`src/rtl/sbl_pkg.sv`:
```
package sbl_pkg;

   // Number of direction words, one per bit of the Gray-code index.
   localparam int unsigned TABLE_DEPTH = 32;
   // Width of a full direction word and of the external point and result fields.
   localparam int unsigned FULL_BITS = 32;
   localparam int unsigned STEP_BITS = 6;

   localparam int unsigned CSR_INDEX_BITS = 8;
   localparam int unsigned CSR_DATA_BITS  = 64;

   // Register indexes of the configuration port.
   localparam logic [CSR_INDEX_BITS-1:0] CSR_FIRST_DIMENSION    = 8'd0;
   localparam logic [CSR_INDEX_BITS-1:0] CSR_DEGREE             = 8'd1;
   localparam logic [CSR_INDEX_BITS-1:0] CSR_POLY_COEFFICIENTS  = 8'd2;
   localparam logic [CSR_INDEX_BITS-1:0] CSR_INITIAL_DIRECTIONS = 8'd3;

   // Reset values of the configuration registers.
   localparam logic        FIRST_DIMENSION_RESET    = 1'b1;
   localparam logic [3:0]  DEGREE_RESET             = 4'd1;
   localparam logic [6:0]  POLY_COEFFICIENTS_RESET  = 7'd0;
   localparam logic [63:0] INITIAL_DIRECTIONS_RESET = 64'h0101_0101_0101_0101;

   // Control that travels with one index down the chain of cells.
   typedef struct packed {
      logic                 valid;
      logic [FULL_BITS-1:0] gray;
   } stage_ctl_type;

endpackage

```
`src/rtl/sbl_req_if.sv`:
```
interface sbl_req_if;
   logic                          valid;
   logic                          ready;
   logic [sbl_pkg::FULL_BITS-1:0] point_count;

   modport source (output valid, output point_count, input ready);
   modport sink (input valid, input point_count, output ready);
endinterface

```
`src/rtl/sbl_rsp_if.sv`:
```
interface sbl_rsp_if;
   logic                          valid;
   logic                          ready;
   logic [sbl_pkg::FULL_BITS-1:0] coordinate;

   modport source (output valid, output coordinate, input ready);
   modport sink (input valid, input coordinate, output ready);
endinterface

```
`src/rtl/sbl_csr_if.sv`:
```
interface sbl_csr_if;
   logic                               valid;
   logic                               ready;
   logic [sbl_pkg::CSR_INDEX_BITS-1:0] index;
   logic [sbl_pkg::CSR_DATA_BITS-1:0]  data;

   modport source (output valid, output index, output data, input ready);
   modport sink (input valid, input index, input data, output ready);
endinterface

```
`src/rtl/sobol_point_generator_unit.sv`:
```
// Channel  Direction  Payload                      Word accepted when
// req_if   in         point_count[31:0]            req_if.valid && req_if.ready
// rsp_if   out        coordinate[31:0]             rsp_if.valid && rsp_if.ready
// csr_if   in         index[7:0], data[63:0]       csr_if.valid && csr_if.ready
//
// One request word enters per cycle while the chain advances and no rebuild
// runs; its coordinate then passes one cell of the chain per Gray-code bit.
// After reset and after each write to one of the four configuration registers
// the direction table is rebuilt, one word pushed into the chain per cycle,
// and req_if.ready is low for that time. csr_if.ready is always high.
// A stall on rsp_if freezes the whole chain, and req_if.ready follows it.
module sobol_point_generator_unit #(
   parameter int unsigned MAX_DEGREE    = 8,
   parameter int unsigned FRACTION_BITS = 32
) (
   input  logic         clock,
   input  logic         reset,
   sbl_req_if.sink      req_if,
   sbl_rsp_if.source    rsp_if,
   sbl_csr_if.sink      csr_if
);

   localparam int unsigned DEPTH = sbl_pkg::TABLE_DEPTH;

   // The chain: link b handles bit b of the Gray-code index and holds
   // direction word b+1. Entry 0 of ctl and acc is the chain's input.
   sbl_pkg::stage_ctl_type     ctl  [0:DEPTH];
   logic [FRACTION_BITS-1:0]   acc  [0:DEPTH];
   logic [FRACTION_BITS-1:0]   dir  [0:DEPTH-1];
   logic [FRACTION_BITS-1:0]   window [0:MAX_DEGREE-1];
   logic [FRACTION_BITS-1:0]   new_word;
   logic [sbl_pkg::FULL_BITS-1:0] index_m1;
   logic                       busy;
   logic                       advance;

   // The chain moves whenever the output link is empty or being drained.
   assign advance      = !ctl[DEPTH].valid || rsp_if.ready;
   assign req_if.ready = advance && !busy;
   assign csr_if.ready = 1'b1;

   // Point N asks for index N-1 in Gray-code order; N of zero wraps.
   assign index_m1     = req_if.point_count - sbl_pkg::FULL_BITS'(1);
   assign ctl[0].valid = req_if.valid && req_if.ready;
   assign ctl[0].gray  = index_m1 ^ (index_m1 >> 1);
   assign acc[0]       = '0;

   // During a rebuild each word steps one link down the chain, so the most
   // recent words sit at the top end, where the builder reads them.
   for (genvar k = 0; k < MAX_DEGREE; k++) begin : g_window
      assign window[k] = dir[DEPTH-1-k];
   end

   sbl_dir_builder #(
      .MAX_DEGREE    (MAX_DEGREE),
      .FRACTION_BITS (FRACTION_BITS)
   ) u_builder (
      .clock    (clock),
      .reset    (reset),
      .wr_en    (csr_if.valid),
      .wr_index (csr_if.index),
      .wr_data  (csr_if.data),
      .window   (window),
      .busy     (busy),
      .new_word (new_word)
   );

   for (genvar b = 0; b < DEPTH; b++) begin : g_cell
      logic [FRACTION_BITS-1:0] word_in;

      if (b == DEPTH - 1) begin : g_top
         assign word_in = new_word;
      end else begin : g_mid
         assign word_in = dir[b+1];
      end

      sbl_cell #(
         .WIDTH   (FRACTION_BITS),
         .BIT_POS (b)
      ) u_cell (
         .clock    (clock),
         .reset    (reset),
         .advance  (advance),
         .shift_en (busy),
         .word_in  (word_in),
         .word_out (dir[b]),
         .ctl_in   (ctl[b]),
         .acc_in   (acc[b]),
         .ctl_out  (ctl[b+1]),
         .acc_out  (acc[b+1])
      );
   end

   // Only the upper bits of each word are kept, so the coordinate is already
   // scaled by 2^FRACTION_BITS and needs only zero extension.
   assign rsp_if.valid      = ctl[DEPTH].valid;
   assign rsp_if.coordinate = sbl_pkg::FULL_BITS'(acc[DEPTH]);

`ifndef ASSERT_OFF
   a_no_accept_in_rebuild: assert property (@(posedge clock) disable iff (reset)
      busy |-> !req_if.ready)
      else $error("request accepted during table rebuild");

   a_first_link_moves: assert property (@(posedge clock) disable iff (reset)
      (advance && ctl[1].valid) |=> ctl[2].valid)
      else $error("word lost between first links of the chain");

   a_stall_freezes_output: assert property (@(posedge clock) disable iff (reset)
      !advance |=> (ctl[DEPTH].valid && $stable(acc[DEPTH])))
      else $error("output link changed during a stall");

   a_rebuild_only_on_write: assert property (@(posedge clock) disable iff (reset)
      (!busy && !csr_if.valid) |=> !busy)
      else $error("table rebuild started without a configuration write");
`endif

endmodule

```
`src/rtl/sbl_cell.sv`:
```
// One link of the chain: holds one direction word and folds it into the
// running XOR of any index that passes through with this link's bit set.
module sbl_cell #(
   parameter int unsigned WIDTH   = 32,
   parameter int unsigned BIT_POS = 0
) (
   input  logic                   clock,
   input  logic                   reset,
   input  logic                   advance,
   input  logic                   shift_en,
   input  logic [WIDTH-1:0]       word_in,
   output logic [WIDTH-1:0]       word_out,
   input  sbl_pkg::stage_ctl_type ctl_in,
   input  logic [WIDTH-1:0]       acc_in,
   output sbl_pkg::stage_ctl_type ctl_out,
   output logic [WIDTH-1:0]       acc_out
);

   sbl_pkg::stage_ctl_type ctl_ff;
   logic [WIDTH-1:0]       acc_ff;
   logic [WIDTH-1:0]       dir_ff;

   always_ff @(posedge clock) begin
      if (reset) begin
         ctl_ff.valid <= 1'b0;
      end else if (advance) begin
         ctl_ff <= ctl_in;
      end
   end

   always_ff @(posedge clock) begin
      if (advance) begin
         acc_ff <= ctl_in.gray[BIT_POS] ? (acc_in ^ dir_ff) : acc_in;
      end
      if (shift_en) begin
         dir_ff <= word_in;
      end
   end

   assign word_out = dir_ff;
   assign ctl_out  = ctl_ff;
   assign acc_out  = acc_ff;

endmodule

```
`src/rtl/sbl_dir_builder.sv`:
```
// Holds the configuration registers and produces one direction word per
// cycle while the table is rebuilt; the words are pushed into the top end
// of the cell chain.
module sbl_dir_builder #(
   parameter int unsigned MAX_DEGREE    = 8,
   parameter int unsigned FRACTION_BITS = 32
) (
   input  logic                               clock,
   input  logic                               reset,
   input  logic                               wr_en,
   input  logic [sbl_pkg::CSR_INDEX_BITS-1:0] wr_index,
   input  logic [sbl_pkg::CSR_DATA_BITS-1:0]  wr_data,
   input  logic [FRACTION_BITS-1:0]           window [0:MAX_DEGREE-1],
   output logic                               busy,
   output logic [FRACTION_BITS-1:0]           new_word
);

   logic                              first_dim_ff;
   logic [3:0]                        degree_ff;
   logic [6:0]                        poly_ff;
   logic [63:0]                       init_ff;
   logic                              busy_ff;
   logic [sbl_pkg::STEP_BITS-1:0]     step_ff;

   logic                              restart;
   logic [3:0]                        s_eff;
   logic [sbl_pkg::STEP_BITS-1:0]     shamt;
   logic [2:0]                        bsel;
   logic [7:0]                        m_byte;
   logic [sbl_pkg::FULL_BITS-1:0]     full_word;
   logic [FRACTION_BITS-1:0]          base;
   logic [FRACTION_BITS-1:0]          rec_word;
   logic [3:0]                        pidx;

   always_comb begin
      unique case (wr_index)
         sbl_pkg::CSR_FIRST_DIMENSION,
         sbl_pkg::CSR_DEGREE,
         sbl_pkg::CSR_POLY_COEFFICIENTS,
         sbl_pkg::CSR_INITIAL_DIRECTIONS: restart = wr_en;
         default:                         restart = 1'b0;
      endcase
   end

   always_ff @(posedge clock) begin
      if (reset) begin
         first_dim_ff <= sbl_pkg::FIRST_DIMENSION_RESET;
         degree_ff    <= sbl_pkg::DEGREE_RESET;
         poly_ff      <= sbl_pkg::POLY_COEFFICIENTS_RESET;
         init_ff      <= sbl_pkg::INITIAL_DIRECTIONS_RESET;
         busy_ff      <= 1'b1;
         step_ff      <= sbl_pkg::STEP_BITS'(1);
      end else if (restart) begin
         unique case (wr_index)
            sbl_pkg::CSR_FIRST_DIMENSION:   first_dim_ff <= wr_data[0];
            sbl_pkg::CSR_DEGREE:            degree_ff    <= wr_data[3:0];
            sbl_pkg::CSR_POLY_COEFFICIENTS: poly_ff      <= wr_data[6:0];
            default:                        init_ff      <= wr_data;
         endcase
         busy_ff <= 1'b1;
         step_ff <= sbl_pkg::STEP_BITS'(1);
      end else if (busy_ff) begin
         if (step_ff == sbl_pkg::STEP_BITS'(sbl_pkg::TABLE_DEPTH)) begin
            busy_ff <= 1'b0;
         end
         step_ff <= step_ff + sbl_pkg::STEP_BITS'(1);
      end
   end

   // Effective degree: zero counts as one, large values saturate.
   always_comb begin
      if (degree_ff == 4'd0) begin
         s_eff = 4'd1;
      end else if (degree_ff > 4'(MAX_DEGREE)) begin
         s_eff = 4'(MAX_DEGREE);
      end else begin
         s_eff = degree_ff;
      end
   end

   // Words 1..s come straight from configuration, placed at bit 32-k.
   assign shamt  = sbl_pkg::STEP_BITS'(sbl_pkg::TABLE_DEPTH) - step_ff;
   assign bsel   = 3'(step_ff - sbl_pkg::STEP_BITS'(1));
   assign m_byte = init_ff[{bsel, 3'b000} +: 8];

   always_comb begin
      if (first_dim_ff) begin
         full_word = sbl_pkg::FULL_BITS'(1) << shamt;
      end else begin
         full_word = {24'd0, m_byte} << shamt;
      end
   end

   // Recurrence; window[k-1] holds the k-th most recently pushed word.
   always_comb begin
      base = '0;
      for (int j = 0; j < MAX_DEGREE; j++) begin
         if (4'(j + 1) == s_eff) begin
            base = window[j];
         end
      end
      rec_word = base ^ (base >> s_eff);
      for (int k = 1; k < MAX_DEGREE; k++) begin
         pidx = s_eff - 4'(k) - 4'd1;
         if ((4'(k) < s_eff) && poly_ff[pidx[2:0]]) begin
            rec_word = rec_word ^ window[k-1];
         end
      end
   end

   always_comb begin
      if (first_dim_ff || (step_ff <= {2'b00, s_eff})) begin
         new_word = full_word[sbl_pkg::FULL_BITS-1 -: FRACTION_BITS];
      end else begin
         new_word = rec_word;
      end
   end

   assign busy = busy_ff;

endmodule

```
`src/flat_wrapper.sv`:
```
// flat-port wrapper written by rule: the top's interface ports become plain ports
module sobol_point_generator_unit_flat 
#(
   parameter int unsigned MAX_DEGREE    = 8,
   parameter int unsigned FRACTION_BITS = 32
)
  (clock, reset, req_if_valid, req_if_point_count, req_if_ready, rsp_if_valid, rsp_if_coordinate, rsp_if_ready, csr_if_valid, csr_if_index, csr_if_data, csr_if_ready);
  sbl_req_if req_if_i ();
  sbl_rsp_if rsp_if_i ();
  sbl_csr_if csr_if_i ();
  input  logic clock;
  input  logic reset;
  input wire logic [$bits(req_if_i.valid)-1:0] req_if_valid;
  input wire logic [$bits(req_if_i.point_count)-1:0] req_if_point_count;
  output wire logic [$bits(req_if_i.ready)-1:0] req_if_ready;
  output wire logic [$bits(rsp_if_i.valid)-1:0] rsp_if_valid;
  output wire logic [$bits(rsp_if_i.coordinate)-1:0] rsp_if_coordinate;
  input wire logic [$bits(rsp_if_i.ready)-1:0] rsp_if_ready;
  input wire logic [$bits(csr_if_i.valid)-1:0] csr_if_valid;
  input wire logic [$bits(csr_if_i.index)-1:0] csr_if_index;
  input wire logic [$bits(csr_if_i.data)-1:0] csr_if_data;
  output wire logic [$bits(csr_if_i.ready)-1:0] csr_if_ready;
  assign req_if_i.valid = req_if_valid;
  assign req_if_i.point_count = req_if_point_count;
  assign req_if_ready = req_if_i.ready;
  assign rsp_if_valid = rsp_if_i.valid;
  assign rsp_if_coordinate = rsp_if_i.coordinate;
  assign rsp_if_i.ready = rsp_if_ready;
  assign csr_if_i.valid = csr_if_valid;
  assign csr_if_i.index = csr_if_index;
  assign csr_if_i.data = csr_if_data;
  assign csr_if_ready = csr_if_i.ready;
  sobol_point_generator_unit #(.MAX_DEGREE(MAX_DEGREE), .FRACTION_BITS(FRACTION_BITS)) u_core (.clock(clock), .reset(reset), .req_if(req_if_i), .rsp_if(rsp_if_i), .csr_if(csr_if_i));
endmodule
```
`config.mk`:
```
export PLATFORM = sky130hd
export DESIGN_NAME = sobol_point_generator_unit_flat
export DESIGN_NICKNAME = d
export VERILOG_FILES = /design/src/rtl/sbl_pkg.sv /design/src/rtl/sbl_req_if.sv /design/src/rtl/sbl_rsp_if.sv /design/src/rtl/sbl_csr_if.sv /design/src/rtl/sobol_point_generator_unit.sv /design/src/rtl/sbl_cell.sv /design/src/rtl/sbl_dir_builder.sv /design/src/flat_wrapper.sv
export SDC_FILE = /design/constraint.sdc
export NUM_CORES = 2
export LEC_CHECK = 0
export ABC_AREA = 0
export BUFFER_PORTS_ARGS = -buffer_cell sky130_fd_sc_hd__buf_2
export CORE_MARGIN = 1.5
export CORE_UTILIZATION = 25
export DETAILED_ROUTE_END_ITERATION = 16
export PLACE_DENSITY = 0.5
export SLEW_MARGIN = 20
export SYNTH_ARGS = -nofsm -noshare
export SYNTH_HDL_FRONTEND = slang
export SYNTH_HIERARCHICAL = 1
export SYNTH_SLANG_ARGS = --single-unit
```
`constraint.sdc`:
```
create_clock -name clock -period 45.3 [get_ports clock]
set_input_delay 2.265 -clock clock [delete_from_list [all_inputs] [get_ports clock]]
set_output_delay 2.265 -clock clock [all_outputs]
set_load 0.01 [all_outputs]
```
==> results_dict.tcl <==
set metrics [dict create \
    status "finished clean" \
    fmax_mhz 134 \
    syn_area_per_cell_sq_um 15.5 \
    rsz0062_at_grt "no" \
    postCtsHoldBufs 0 \
    die_h_microns 652 \
    setup_slack_ps 37850 \
    drc 0 \
    cts_buffer_depth 4 \
    n_fill_cell 41798 \
    worstPathArrival_ps 7960 \
    die-area_sq_um 426000 \
    netSwitchingFraction_pct 22.2 \
    cts_resized 0 \
    slew_headroom_pct 15.6 \
    die_x_microns 652 \
    power.share.sequential_pct 55.9 \
    r2r_cells 18 \
    first_global_vias 54311 \
    switching_power_mw 1.38 \
    fin_nets 7253 \
    drt-total-wl_mm 238 \
    whs_path_depth 0 \
    via_count 54314 \
    cts_tree "yes" \
    coreArea_sq_um 420000 \
    pre_cts_slack_ps 37680 \
    clock_power_share_pct 36.7 \
    finalHoldViolations 0 \
    root_buffer "clkbuf_16" \
    setup.worst_path.class "reg -> reg" \
    rows 238 \
    regArea_sq_um 78700 \
    yosys_warnings 6 \
    p_comb_share_pct 7.4 \
    cp-end-kind "flip-flop" \
    min_period_ps 7450 \
    drive_above_1_share_pct 10.3 \
    clkLatencyLatePin_ps 850 \
    p_int_mw 4.83 \
    p_leak_nw 42.5 \
    post_cts_buffers 0 \
    drv_cap 0 \
    wire_per_inst_microns 18.3 \
    cts_max_level 5 \
    multi_input_area_sq_um 25000 \
    hold_path_class "reg -> reg" \
    pwr_density_cell_nw_per_um2 51.1 \
    syn_area_sq_um 105000 \
    critPathLaunchType "flip-flop" \
    viasPerCell 4.18 \
    hpwl_mm 141 \
    path_clk_slew_ps 60 \
    ant_nets 0 \
    setup_violations 0 \
    antenna_found_initial 5 \
    peakVddDrop_mv 0.0264 \
    drtPass1Iterations 8 \
    grt.overflow.total 0 \
    synthToLayoutAreaGrowth_pct 15.3 \
    io_buffers 142 \
    start_util_pct 25.1 \
    grt_start_max_net_pins 165 \
    final_cell_mix "edfxtp_1, nand2_1, xnor2_1" \
    cts_sinks 2659 \
    r2r_slack_ps 37850 \
    slew_viol_final 0 \
    tightest_slew_ps 1270 \
    cp_max_fo 40 \
    drt_iter0_markers 4586 \
    gp_congestion 0.862 \
    grt_first_pass_wirelength_mm 358 \
    setup_tns_ps 0 \
    required_ps 45810 \
    final_common_cell "edfxtp_1" \
    io_pins 144 \
    grt_usage_pct 10.9 \
    numCtsBuffers 283 \
    synth_cells 6823 \
    period_share_pct 16.4 \
    fin_skew_ps 65.8 \
]
[path summary, 6_finish.rpt]
check	startpoint	to
setup reg to reg	u_core/u_builder/degree_ff[3]$_SDFFE_PP0P_	u_core/g_cell[31].u_cell/word_out[6]$_DFFE_PP_
hold / removal	u_core/g_cell[7].u_cell/ctl_out[16]$_DFFE_PP_	u_core/g_cell[8].u_cell/ctl_out[16]$_DFFE_PP_
setup / recovery	u_core/u_builder/degree_ff[3]$_SDFFE_PP0P_	u_core/g_cell[31].u_cell/word_out[6]$_DFFE_PP_
hold reg to reg	u_core/g_cell[7].u_cell/ctl_out[16]$_DFFE_PP_	u_core/g_cell[8].u_cell/ctl_out[16]$_DFFE_PP_
[critical path, cell delays in order, from the launching register on]
cell and delay, ps:
dfxtp_2 780, buf_4 600, inv_1 130, buf_4 270
nand2_2 90, buf_4 500, ha_1 670, buf_4 540
nand2b_2 640, and3_1 410, buf_4 240, a221o_1 330
a21oi_1 450, a22oi_1 160, o22ai_1 360, nor2_1 100
a221oi_1 520, xnor2_1 180, o22ai_1 90
[per-stage QoR]
stage	total power, mW	hold WS [ps]	utilization (%)	cell area (sq um)	instances
final	6.21	404	28.9	122000	12990
after floorplan	3.81	400	-	106000	6854
after detailed placement	4.00	405	26.8	113000	12485
after global routing	6.48	411	28.9	122000	12989
after global placement	3.98	402	26.8	113000	12485
after CTS	6.32	404	28.9	122000	12987
[state kept, by name (all words and copies together) (netlist names)]
register	cells
u_core/u_builder/degree_ff	4
u_core/u_builder/step_ff	6
u_core/g_cell.u_cell/word_out	1024
u_core/u_builder/poly_ff	7
u_core/g_cell.u_cell/ctl_out	528
u_core/u_builder/busy	1
u_core/u_builder/first_dim_ff	1
u_core/g_cell.u_cell/acc_out	1024
u_core/u_builder/init_ff	64
[per-layer routing]
layer | wire length, microns | GRT usage, %
met1 | 114000 | 15.9
met2 | 104000 | 16.5
met3 | 13200 | 1.77
met4 | 7110 | 3.47
met5 | 0 | 0
[cell type report]
| type | instances | share of cell area (%) |
|---|---|---|
| flip-flops and latches | 2659 | 64.7 |
| multi-input cells | 3902 | 20.6 |
| clock buffers | 337 | 6.14 |
| well taps | 5640 | 5.80 |
| repair buffers | 262 | 1.38 |
| clock inverters | 165 | 1.29 |
| inverters | 23 | 0.0710 |
| diodes | 2 | 0.00412 |
[power by group through the flow]
stage | clock network, mW | registers, mW | logic (mW)
3_3_place_gp | 0 | 3.52 | 0.455
6_report | 2.28 | 3.47 | 0.458
2_1_floorplan | 0 | 3.45 | 0.354
5_1_grt | 2.45 | 3.52 | 0.508
3_5_place_dp | 0 | 3.53 | 0.468
4_1_cts | 2.36 | 3.49 | 0.469
No activity file was read; power rests on OpenSTA's default activity.
